<file path="src/rtl/bsa_pkg.sv">
`default_nettype none
// -----------------------------------------------------------------------------
// bsa_pkg
// Shared types and codes for the bitmap slot allocator.
// -----------------------------------------------------------------------------
package bsa_pkg;

   // Bitmap word geometry
   localparam int WORD_BITS = 8;
   localparam logic [WORD_BITS-1:0] WORD_FULL = 8'hFF;

   // Command codes
   localparam logic CMD_CLONE  = 1'b0;
   localparam logic CMD_REMOVE = 1'b1;

   // Status codes
   localparam logic [2:0] STAT_OK     = 3'd0;
   localparam logic [2:0] STAT_FULL   = 3'd1;
   localparam logic [2:0] STAT_EMPTY  = 3'd2;
   localparam logic [2:0] STAT_RANGE  = 3'd3;
   localparam logic [2:0] STAT_ABSENT = 3'd4;

   // Request transaction
   typedef struct packed {
      logic       command;
      logic [7:0] index;
   } req_type;

   // Response transaction
   typedef struct packed {
      logic [7:0] new_slot;
      logic [7:0] copy_source;
      logic [2:0] status;
      logic [8:0] live_count;
   } rsp_type;

endpackage
`default_nettype wire

</file>
<file path="src/rtl/bitmap_slot_allocator_unit.sv">
`default_nettype none
// -----------------------------------------------------------------------------
// bitmap_slot_allocator_unit
// Slot allocator over an occupancy bitmap with a lowest-free hint and count.
//
//   channel  direction  handshake           payload
//   req_     in         req_valid/req_stall bsa_pkg::req_type (command, index)
//   rsp_     out        rsp_valid/rsp_stall bsa_pkg::rsp_type (slot, src, status, count)
//
// A command passes through accept, bitmap word check and hand-off to the
// response register; a clone that fills its bitmap word also runs the
// next-free scan over the further 8-slot words, at most (SLOTS+7)/8 - 1.
// After reset a clearing pass writes every bitmap word, (SLOTS+7)/8 words
// (32 at 256 slots), with req_stall high.
// The response register lets a command start while the last response waits.
// -----------------------------------------------------------------------------
module bitmap_slot_allocator_unit #(
   parameter int SLOTS = 256
) (
   input  wire logic             clock,
   input  wire logic             reset,
   input  wire logic             req_valid,
   output logic                  req_stall,
   input  wire bsa_pkg::req_type req_data,
   output logic                  rsp_valid,
   input  wire logic             rsp_stall,
   output bsa_pkg::rsp_type      rsp_data
);
   import bsa_pkg::*;

   // last word may hold unused padding bits above SLOTS
   localparam int WORDS = (SLOTS + WORD_BITS - 1) / WORD_BITS;
   localparam int AW    = (WORDS > 1) ? $clog2(WORDS) : 1;
   localparam int HW    = $clog2(SLOTS + 1);

   logic          idle;
   logic          req_accept;
   logic          res_valid;
   logic          res_take;
   rsp_type       res_data;
   logic          wr_en;
   logic [AW-1:0] wr_addr;
   logic [7:0]    wr_data;
   logic [AW-1:0] rd_a_addr;
   logic [AW-1:0] rd_b_addr;
   logic [7:0]    rd_a_data;
   logic [7:0]    rd_b_data;
   logic          rsp_valid_ff, rsp_valid_in;
   rsp_type       rsp_data_ff, rsp_data_in;

   assign req_stall  = !idle;
   assign req_accept = req_valid && idle;

   bsa_ctrl #(
      .SLOTS (SLOTS),
      .WORDS (WORDS),
      .AW    (AW),
      .HW    (HW)
   ) u_ctrl (
      .clock      (clock),
      .reset      (reset),
      .req_accept (req_accept),
      .req_data   (req_data),
      .idle       (idle),
      .res_valid  (res_valid),
      .res_take   (res_take),
      .res_data   (res_data),
      .wr_en      (wr_en),
      .wr_addr    (wr_addr),
      .wr_data    (wr_data),
      .rd_a_addr  (rd_a_addr),
      .rd_b_addr  (rd_b_addr),
      .rd_a_data  (rd_a_data),
      .rd_b_data  (rd_b_data)
   );

   bsa_bitmap_ram #(
      .WORDS (WORDS),
      .AW    (AW)
   ) u_bitmap (
      .clock     (clock),
      .wr_en     (wr_en),
      .wr_addr   (wr_addr),
      .wr_data   (wr_data),
      .rd_a_addr (rd_a_addr),
      .rd_b_addr (rd_b_addr),
      .rd_a_data (rd_a_data),
      .rd_b_data (rd_b_data)
   );

   // Response register
   always_comb begin
      res_take     = res_valid && (!rsp_valid_ff || !rsp_stall);
      rsp_valid_in = rsp_valid_ff && rsp_stall;
      rsp_data_in  = rsp_data_ff;
      if (res_take) begin
         rsp_valid_in = 1'b1;
         rsp_data_in  = res_data;
      end
   end

   always_ff @(posedge clock) begin
      if (reset) begin
         rsp_valid_ff <= 1'b0;
      end else begin
         rsp_valid_ff <= rsp_valid_in;
      end
   end

   always_ff @(posedge clock) begin
      rsp_data_ff <= rsp_data_in;
   end

   assign rsp_valid = rsp_valid_ff;
   assign rsp_data  = rsp_data_ff;

endmodule
`default_nettype wire

</file>
<file path="src/rtl/bsa_bitmap_ram.sv">
`default_nettype none
// -----------------------------------------------------------------------------
// bsa_bitmap_ram
// Occupancy bitmap store: one write port, two registered read ports.
// -----------------------------------------------------------------------------
module bsa_bitmap_ram #(
   parameter int WORDS = 32,
   parameter int AW    = 5
) (
   input  wire logic          clock,
   input  wire logic          wr_en,
   input  wire logic [AW-1:0] wr_addr,
   input  wire logic [7:0]    wr_data,
   input  wire logic [AW-1:0] rd_a_addr,
   input  wire logic [AW-1:0] rd_b_addr,
   output logic [7:0]         rd_a_data,
   output logic [7:0]         rd_b_data
);
   logic [7:0] mem [WORDS];
   logic [7:0] rd_a_data_ff;
   logic [7:0] rd_b_data_ff;

   // Write port
   always_ff @(posedge clock) begin
      if (wr_en) begin
         mem[wr_addr] <= wr_data;
      end
   end

   // Read ports, registered
   always_ff @(posedge clock) begin
      rd_a_data_ff <= mem[rd_a_addr];
      rd_b_data_ff <= mem[rd_b_addr];
   end

   assign rd_a_data = rd_a_data_ff;
   assign rd_b_data = rd_b_data_ff;

endmodule
`default_nettype wire

</file>
<file path="src/rtl/bsa_ctrl.sv">
`default_nettype none
// -----------------------------------------------------------------------------
// bsa_ctrl
// Command sequencer: reset clear pass, checks, read-modify-write of bitmap words, hint rescan.
// -----------------------------------------------------------------------------
module bsa_ctrl #(
   parameter int SLOTS = 256,
   parameter int WORDS = 32,
   parameter int AW    = 5,
   parameter int HW    = 9
) (
   input  wire logic             clock,
   input  wire logic             reset,
   input  wire logic             req_accept,
   input  wire bsa_pkg::req_type req_data,
   output logic                  idle,
   output logic                  res_valid,
   input  wire logic             res_take,
   output bsa_pkg::rsp_type      res_data,
   output logic                  wr_en,
   output logic [AW-1:0]         wr_addr,
   output logic [7:0]            wr_data,
   output logic [AW-1:0]         rd_a_addr,
   output logic [AW-1:0]         rd_b_addr,
   input  wire logic [7:0]       rd_a_data,
   input  wire logic [7:0]       rd_b_data
);
   import bsa_pkg::*;

   localparam int IW = (HW > 8) ? HW : 8;
   localparam logic [AW-1:0] LAST_WORD = AW'(WORDS - 1);
   localparam logic [HW-1:0] HINT_NONE = HW'(SLOTS);

   typedef enum logic [4:0] {
      ST_CLEAR = 5'b00001,
      ST_IDLE  = 5'b00010,
      ST_CHECK = 5'b00100,
      ST_SCAN  = 5'b01000,
      ST_DONE  = 5'b10000
   } state_type;

   // Lowest clear bit of a word: {found, position}
   function automatic logic [3:0] first_zero(input logic [7:0] w);
      logic [3:0] r;
      r = 4'b0000;
      for (int i = 7; i >= 0; i--) begin
         if (!w[i]) begin
            r = {1'b1, 3'(i)};
         end
      end
      return r;
   endfunction

   state_type     state_ff, state_in;
   logic          cmd_ff, cmd_in;
   logic [7:0]    idx_ff, idx_in;
   logic [HW-1:0] hint_ff, hint_in;
   logic [HW-1:0] count_ff, count_in;
   logic [AW-1:0] scan_ff, scan_in;
   logic [AW-1:0] clr_ff, clr_in;
   rsp_type       res_ff, res_in;

   logic [IW-1:0] idx_ext;
   logic [IW-1:0] req_idx_ext;
   logic          idx_ok;
   logic          src_bit;
   logic [AW-1:0] hint_word;
   logic [7:0]    hint_word_new;
   logic [3:0]    fz_hint;
   logic [3:0]    fz_scan;

   // Address and hit decode
   always_comb begin
      idx_ext       = IW'(idx_ff);
      req_idx_ext   = IW'(req_data.index);
      idx_ok        = idx_ext < IW'(SLOTS);
      src_bit       = rd_a_data[idx_ff[2:0]];
      hint_word     = hint_ff[AW+2:3];
      hint_word_new = rd_b_data | (8'b1 << hint_ff[2:0]);
      fz_hint       = first_zero(hint_word_new);
      fz_scan       = first_zero(rd_b_data);
      rd_a_addr     = req_idx_ext[AW+2:3];
   end

   // Sequencer
   always_comb begin
      state_in  = state_ff;
      cmd_in    = cmd_ff;
      idx_in    = idx_ff;
      hint_in   = hint_ff;
      count_in  = count_ff;
      scan_in   = scan_ff;
      clr_in    = clr_ff;
      res_in    = res_ff;
      wr_en     = 1'b0;
      wr_addr   = hint_word;
      wr_data   = hint_word_new;
      rd_b_addr = hint_word;
      idle      = 1'b0;
      res_valid = 1'b0;

      unique case (state_ff)
         ST_CLEAR: begin
            wr_en   = 1'b1;
            wr_addr = clr_ff;
            wr_data = '0;
            clr_in  = clr_ff + AW'(1);
            if (clr_ff == LAST_WORD) begin
               state_in = ST_IDLE;
            end
         end

         ST_IDLE: begin
            idle = 1'b1;
            if (req_accept) begin
               cmd_in   = req_data.command;
               idx_in   = req_data.index;
               state_in = ST_CHECK;
            end
         end

         ST_CHECK: begin
            res_in.new_slot    = '0;
            res_in.copy_source = '0;
            res_in.live_count  = 9'(count_ff);
            state_in           = ST_DONE;
            if (cmd_ff == CMD_CLONE) begin
               if (hint_ff >= HINT_NONE) begin
                  res_in.status = STAT_FULL;
               end else if (!idx_ok) begin
                  res_in.status = STAT_RANGE;
               end else if (!src_bit) begin
                  res_in.status = STAT_EMPTY;
               end else begin
                  // claim the hinted slot and look for the next free one
                  wr_en              = 1'b1;
                  count_in           = count_ff + HW'(1);
                  res_in.status      = STAT_OK;
                  res_in.new_slot    = 8'(hint_ff);
                  res_in.copy_source = idx_ff;
                  res_in.live_count  = 9'(count_ff + HW'(1));
                  rd_b_addr          = hint_word + AW'(1);
                  if (fz_hint[3]) begin
                     hint_in = HW'({hint_word, fz_hint[2:0]});
                  end else if (hint_word == LAST_WORD) begin
                     hint_in = HINT_NONE;
                  end else begin
                     scan_in  = hint_word + AW'(1);
                     state_in = ST_SCAN;
                  end
               end
            end else begin
               if (!idx_ok) begin
                  res_in.status = STAT_RANGE;
               end else if (!src_bit) begin
                  res_in.status = STAT_ABSENT;
               end else begin
                  // free the slot, pull the hint down
                  wr_en             = 1'b1;
                  wr_addr           = idx_ext[AW+2:3];
                  wr_data           = rd_a_data & ~(8'b1 << idx_ff[2:0]);
                  count_in          = count_ff - HW'(1);
                  res_in.status     = STAT_OK;
                  res_in.live_count = 9'(count_ff - HW'(1));
                  if (hint_ff > HW'(idx_ext)) begin
                     hint_in = HW'(idx_ext);
                  end
               end
            end
         end

         ST_SCAN: begin
            // one bitmap word per cycle, next read issued ahead
            rd_b_addr = scan_ff + AW'(1);
            if (rd_b_data != WORD_FULL) begin
               hint_in  = HW'({scan_ff, fz_scan[2:0]});
               state_in = ST_DONE;
            end else if (scan_ff == LAST_WORD) begin
               hint_in  = HINT_NONE;
               state_in = ST_DONE;
            end else begin
               scan_in = scan_ff + AW'(1);
            end
         end

         ST_DONE: begin
            res_valid = 1'b1;
            if (res_take) begin
               state_in = ST_IDLE;
            end
         end

         default: begin
            state_in = ST_CLEAR;
         end
      endcase
   end

   // Control registers
   always_ff @(posedge clock) begin
      if (reset) begin
         state_ff <= ST_CLEAR;
         clr_ff   <= '0;
         hint_ff  <= '0;
         count_ff <= '0;
      end else begin
         state_ff <= state_in;
         clr_ff   <= clr_in;
         hint_ff  <= hint_in;
         count_ff <= count_in;
      end
   end

   // Payload registers
   always_ff @(posedge clock) begin
      cmd_ff  <= cmd_in;
      idx_ff  <= idx_in;
      scan_ff <= scan_in;
      res_ff  <= res_in;
   end

   assign res_data = res_ff;

endmodule
`default_nettype wire
</file>
<file path="config.mk">
export PLATFORM = sky130hd
export DESIGN_NAME = bitmap_slot_allocator_unit
export DESIGN_NICKNAME = d
export VERILOG_FILES = /design/src/rtl/bsa_pkg.sv /design/src/rtl/bitmap_slot_allocator_unit.sv /design/src/rtl/bsa_bitmap_ram.sv /design/src/rtl/bsa_ctrl.sv
export SDC_FILE = /design/constraint.sdc
export NUM_CORES = 1
export LEC_CHECK = 0
export BUFFER_PORTS_ARGS = -buffer_cell sky130_fd_sc_hd__buf_2
export CAP_MARGIN = 20
export CORE_ASPECT_RATIO = 0.8
export CORE_MARGIN = 2
export CORE_UTILIZATION = 30
export CTS_CLUSTER_DIAMETER = 50
export DETAILED_ROUTE_END_ITERATION = 10
export GPL_TIMING_DRIVEN = 0
export HOLD_SLACK_MARGIN = 0.1
export PLACE_DENSITY = 0.5
export SYNTH_ARGS = -nofsm -noshare
export SYNTH_HDL_FRONTEND = slang
export SYNTH_SLANG_ARGS = --single-unit
</file>
<file path="constraint.sdc">
create_clock -name clock -period 3.9 [get_ports clock]
set_input_delay 0.39 -clock clock [delete_from_list [all_inputs] [get_ports clock]]
set_output_delay 0.39 -clock clock [all_outputs]
set_load 0.02 [all_outputs]
</file>
; ---- Word level (Yosys, flattened, before mapping)
; Memory sizes are Yosys's and may differ from the RTL's. A register that Yosys moved wholly into a read port is not among the register bits.
; Index checks and enable logic that the tools add are counted.
[word_totals]
out_inout_bits = 30
mem_bits_rw = 256
elab_cells = 145
mem_count = 1
register_bits = 99
[classes]
order_cmp = 3
n_reduce_logical = 14
shifts = 2
muxes = 74
bitwise = 4
add_sub_neg = 5
eq_ne = 25
[mem_list]
columns = name, depth, word_bits, rd, rd_clocked_by_memory_dff, wr, line
row1 = u_bitmap.mem, 32, 8, 2, 2, 1, bsa_bitmap_ram.sv:19  ; logic [7:0] mem [WORDS];
[op_table]
columns = cell, count
row1 = 9-bit two-way mux, 13
row2 = 5-bit two-way mux, 22
row3 = 4-bit two-way mux, 8
row4 = 3-bit two-way mux, 10
row5 = 5-bit one-hot mux with 2 select lines, 3
row6 = 5-bit one-hot mux with 5 select lines, 1
row7 = "5-bit == test, second input constant", 4
row8 = 9-bit one-hot mux with 2 select lines, 1
row9 = 8-bit two-way mux, 2
row10 = "2-bit inequality test, second input constant", 8
row11 = 8-bit one-hot mux with 2 select lines, 1
row12 = "1-bit by 3-bit left shift with 8-bit output, first input constant", 2
row13 = "5-bit by 1-bit adder with 5-bit output, second input constant", 3
row14 = 12-bit two-way mux, 1
row15 = "9-bit by 1-bit adder with 9-bit output, second input constant", 1
row16 = "9-bit greater-or-equal comparator, second input constant", 1
row17 = 9-bit by 8-bit greater-than comparator with 1-bit output, 1
row18 = 1-bit two-way mux, 9
row19 = "9-bit by 1-bit subtractor with 9-bit output, second input constant", 1
row20 = 8-bit AND, 1
row21 = "8-bit inequality test, second input constant", 1
row22 = 8-bit NOT, 1
row23 = 8-bit OR, 1
row24 = 8-bit AND reduction, 1
row25 = 23 further kinds, 30

; ---- Longest topological paths before layout
[logic_depth]
word_depth = 15
depth_mapped = 13

; ---- Hierarchy
; From an unflattened synthesis, not the netlist that was laid out.
[unflattened]
cells_unflattened = 1032
hier_area_um2 = 17489.3
[modules_own_cells]
columns = module, area_each_um2, cells_per_inst, seq_area_each_um2, instances
row1 = bsa_bitmap_ram, 12208.0, 532, 8007.7, 1
row2 = bsa_ctrl, 4394.2, 466, 1821.7, 1
row3 = bitmap_slot_allocator_unit, 887.1, 34, 860.8, 1

; ---- Least setup slack after synthesis
; OpenSTA, ideal clock, no wires.
[synth_timing]
path_kind = reg2reg
startpoint = reg u_ctrl.state_ff[3]
endpoint = mem u_bitmap.mem[0][1] (data pin)
required_time_ns = 3.432
stages_incl_launch_ff = 9
n_path_buf = 2
arrival_ns = 3.083
setup_time_ns = 0.468
synth_period_minus_slack_ns = 3.550
path_slack_ns = 0.350
cell_sequence = dfxtp_1 > clkbuf_1 > nor2b_1 > nand2_1 > inv_2 > clkbuf_1 > nand2_1 > nor2_1 > o31ai_1
[synth_via]
elab_chain_cells = 2
word_cells_on_any_way = 3
classes_between = eq/ne (2) / mux (1)
[synth_lines]
columns = item, line
row1 = from (decl), bsa_ctrl.sv:54  ; state_type state_ff, state_in;
row2 = from (signal assigned), bsa_ctrl.sv:207  ; state_ff <= state_in;
row3 = 5-bit by 3-bit == test with 1-bit output / 5-bit by 1-bit == test with 1-bit output (equally long branches), bsa_ctrl.sv:102  ; unique case (state_ff)
row4 = 8-bit one-hot mux with 2 select lines (*), bsa_ctrl.sv:102
row5 = via u_bitmap.wr_data[1], bsa_bitmap_ram.sv:13  ; input wire logic [7:0] wr_data,
row6 = to (decl), bsa_bitmap_ram.sv:19
; The timed path passes the listed nets; every way through them passes the cells marked *.

; ---- Worst setup path in the final report
[layout_timing]
startpoint = reg u_ctrl.idx_ff[0]
endpoint = mem u_bitmap.mem[18][0], enable pin
[layout_via]
elab_chain_cells = 8
word_cells_on_any_way = 11
classes_between = mux (11)
[layout_lines]
columns = item, line
row1 = from (decl), bsa_ctrl.sv:56  ; logic [7:0] idx_ff, idx_in;
row2 = from (signal assigned), bsa_ctrl.sv:217  ; idx_ff <= idx_in;
row3 = 1-bit binary-select mux with 3-bit select (*), bsa_ctrl.sv:77  ; src_bit = rd_a_data[idx_ff[2:0]];
row4 = 1-bit two-way mux (implied by the code) (*), bsa_ctrl.sv:77
row5 = 1-bit two-way mux, "bsa_ctrl.sv:132, bsa_ctrl.sv:155"
row6 = 1-bit two-way mux, bsa_ctrl.sv:128  ; if (hint_ff >= HINT_NONE) begin
row7 = 1-bit two-way mux, bsa_ctrl.sv:127  ; if (cmd_ff == CMD_CLONE) begin
row8 = 1-bit one-hot mux with 2 select lines, bsa_ctrl.sv:102
row9 = 1-bit two-way mux, bsa_bitmap_ram.sv:25  ; if (wr_en) begin
row10 = 1-bit two-way mux (implied by the code), bsa_bitmap_ram.sv:26  ; mem[wr_addr] <= wr_data;
; Every way passes the cells marked *; elsewhere a longest branch is shown, timed or not. The select of a mux whose other input is x is not followed.

==> results.cfg <==
[outcome]
status = finished clean

[detailed_routing]
wl_per_cell_um = 25.9
first_pass_iters = 5
ant_nets = 0
drt-total-wl_mm = 56.3
vias = 12300
via_per_inst = 5.65
dr.first_iter.drc_count = 1502
drc = 0

[sta]
finalMaxSlewViolations = 0
fin_ws_ns = 0.0282
max_slew_margin = 0.268
clock-skew-final_ns = 0.0231
min_period_ns = 3.87
finalCritPeriodShare = 0.993
grt_setup_unrepaired = yes
tns_ns = 0
max_freq_mhz = 258
setup_viol = 0
tightestPinTransition_ns = 1.10
finalHoldViolations = 0
holdWs_ns = 0.151

[clock_tree]
cts_setup_buffers = 0
ctsRootBufferMaster = clkbuf_16
clk_latency_ns = 0.56
ctsLongestPathBuffers = 3
cts_buffers = 41
htreeDepth = 2
clkTransAtPathRegs_ns = 0.07
cts.sink_count = 371
cts_tree = built

[run]
cap_violations = 0

[placement]
place_ws_ns = -0.570
post-place-cells = 2090
dp_hpwl_mm = 41.1
port_buffers = 41
routabilityCongestion = 0.901
dpl_cell_area_mm2 = 0.0191

[yosys]
synth_seq_cells = 371
synthesis.area_mm2 = 0.0177
synth_nets = 1300
yosysTopAreaCellShare = 0.553
synth_area_leader_cell = edfxtp_1
async_reset_ff_frac = 0
synthFlopType = edfxtp_1
syn_inst = 1271
synth_cell_types = 76
synth.area.top_cells = edfxtp_1 55%, mux4_2 10%, dfxtp_1 5.1%, mux2i_1 4.3%, nand2_1 2.9%
synthTopCellsByCount = 326 x edfxtp_1, 136 x nand2_1, 81 x nor2_1
seq_area_frac_synth = 0.604
yosysMostFrequentCell = edfxtp_1
avgSynthCellArea_um2 = 13.9
synth_edf_count = 326
yosys_warnings = 0

[setup_path]
crit_path_max_fanout = 10
worstRegToRegCells = 10
cp_data_required_time_ns = 4.08
regToRegEndpoint = u_bitmap.mem[18][0]
start_kind = flip-flop
endpoint_kind = flip-flop
r2r-start = u_ctrl.idx_ff[0]
startpoint = u_ctrl.idx_ff[0]
crit_type = flip-flop to flip-flop
cp.arrival_ns = 4.06
r2r_setup_slack_ns = 0.03

[global_route]
gr-total-overflow = 0
gr-max-usage-layer = met1
met1_usage = 0.280
antenna_found_initial = 0
grt_use_met2 = 0.249
grt_pass1_vias = 12100
grt_use_total = 0.182
grt_max_degree = 38
met3_usage = 0.0489
grt_pass1_wl_mm = 81.8

[layout]
stdcell_area_mm2 = 0.0210
fill_cells = 5508
diodes = 0
drive_above_1_share = 0.236
final_cell_count_no_fill = 2172
syn_to_final_growth_pct = 18.8
final_nets = 1399

[worst_hold_path]
holdPathEnd = u_ctrl.idx_ff[3]
hold_depth = 1
hp-class = input port to flip-flop
holdCritStartpoint = req_data[3]

[floorplan]
die_area_mm2 = 0.0610
core_mm2 = 0.0582
dieHeight_um = 221
die_w_um = 276
start_util = 0.304
row_count = 79
ios = 43

[power_and_ir_drop]
peakVddDrop_uv = 278
p_leak_uw = 0.00666
powerDensity_mw_per_mm2 = 538
-- cell families (layout without fill, tap and decap cells) --
family                     Yosys count  count (layout)  share of synthesized area
muxes                              166             166                      0.151
and+or+nand+nor                    335             335                     0.0861
buffers and inverters              102             234                     0.0269
DFF                                371             371                      0.604
AOI/OAI and AO/OA                  260             260                      0.111
xor gates and xnor gates            21              21                     0.0104
adders and majority gates           16              16                     0.0113
-- critical path, stage by stage, from the launching register on --
cell       delay (ns)
edfxtp_1         0.58
nand2_1          0.19
a2bb2oi_1        0.27
and2_1           0.18
buf_6            0.15
nand3_1          0.27
clkbuf_2         0.35
a31oi_1          0.33
nand2b_1         0.11
clkbuf_1         0.42
nor2_2           0.63
-- where the power goes --
part	total (uW)	switching, uW	internal (uW)
clock	4240	1700	2540
combinational	2040	1400	636
sequential	5050	154	4890
-- cells in the final DEF (no fill, tap or decap), types with 10 or more instances in the layout --
cell and count:
a2111oi_2 10, a211oi_1 11, a21oi_1 43, a221oi_1 17, a32oi_1 40, and3_1 23
buf_1 10, buf_2 59, clkbuf_1 42, clkbuf_16 43, dfxtp_1 45, edfxtp_1 326
ha_1 16, inv_1 13, mux2i_1 76, mux4_2 80, nand2_1 135, nand3_1 28
nor2_1 47, nor2_2 14, nor2_4 21, nor3_1 13, o21ai_0 35, o22ai_1 11
xnor2_1 11, xor2_1 10
-- repair_timing --
| action | in CTS | in global routing |
|---|---|---|
| pin swaps | 0 | 1 |
| hold endpoints to repair | 4 | 0 |
| gates resized for setup | 46 | 41 |
| setup endpoints to repair | 295 | 291 |
| hold buffers | 4 | 0 |
-- how the worst max path moves through the flow --
stage                                to  slack (ns)  cells past startpoint
global placement     u_bitmap.mem[1][0]       -3.01                      8
global route        u_bitmap.mem[20][6]       -0.19                      9
finish              u_bitmap.mem[18][0]        0.03                     10
floorplan            u_bitmap.mem[0][1]        0.35                      8
CTS                  u_bitmap.mem[8][7]        0.01                      9
detailed placement   u_bitmap.mem[3][4]       -0.57                     10
-- cell type report --
| cell class | instances | area (um2) | share of cell area |
|---|---|---|---|
| buffer | 85 | 425 | 0.0202 |
| clock buffer | 51 | 1130 | 0.0536 |
| clock inverter | 25 | 337 | 0.0160 |
| inverter | 15 | 56.3 | 0.00268 |
| multi-input combinational | 798 | 6940 | 0.330 |
| sequential | 371 | 10700 | 0.508 |
| tap | 769 | 962 | 0.0458 |
| timing repair buffer | 58 | 490 | 0.0233 |
-- metrics by stage --
step | utilization | total power, uW
3_3_place_gp | 0.324 | 6810
2_1_floorplan | - | 6060
5_1_grt | 0.361 | 11700
4_1_cts | 0.357 | 11300
3_5_place_dp | 0.329 | 6980
6_report | 0.361 | 11300
-- layer usage --
| metal | part of all wire | routed length (um) |
|---|---|---|
| met4 | 0.021 | 1210 |
| met5 | 0 | 0 |
| met2 | 0.41 | 23200 |
| met3 | 0.11 | 5980 |
| met1 | 0.46 | 25900 |
-- state kept, by name, indices dropped and copies added (netlist names) --
signal	cells
u_ctrl.scan_ff	5
u_ctrl.count_ff	9
u_ctrl.cmd_ff	1
u_ctrl.clr_ff	5
u_ctrl.res_data	28
u_ctrl.hint_ff	9
u_bitmap.rd_b_data	8
rsp_valid	1
u_bitmap.mem	256
u_ctrl.idx_ff	8
u_bitmap.rd_a_data	8
u_ctrl.state_ff	5
rsp_data	28
Power figures use the tool's default switching activity.
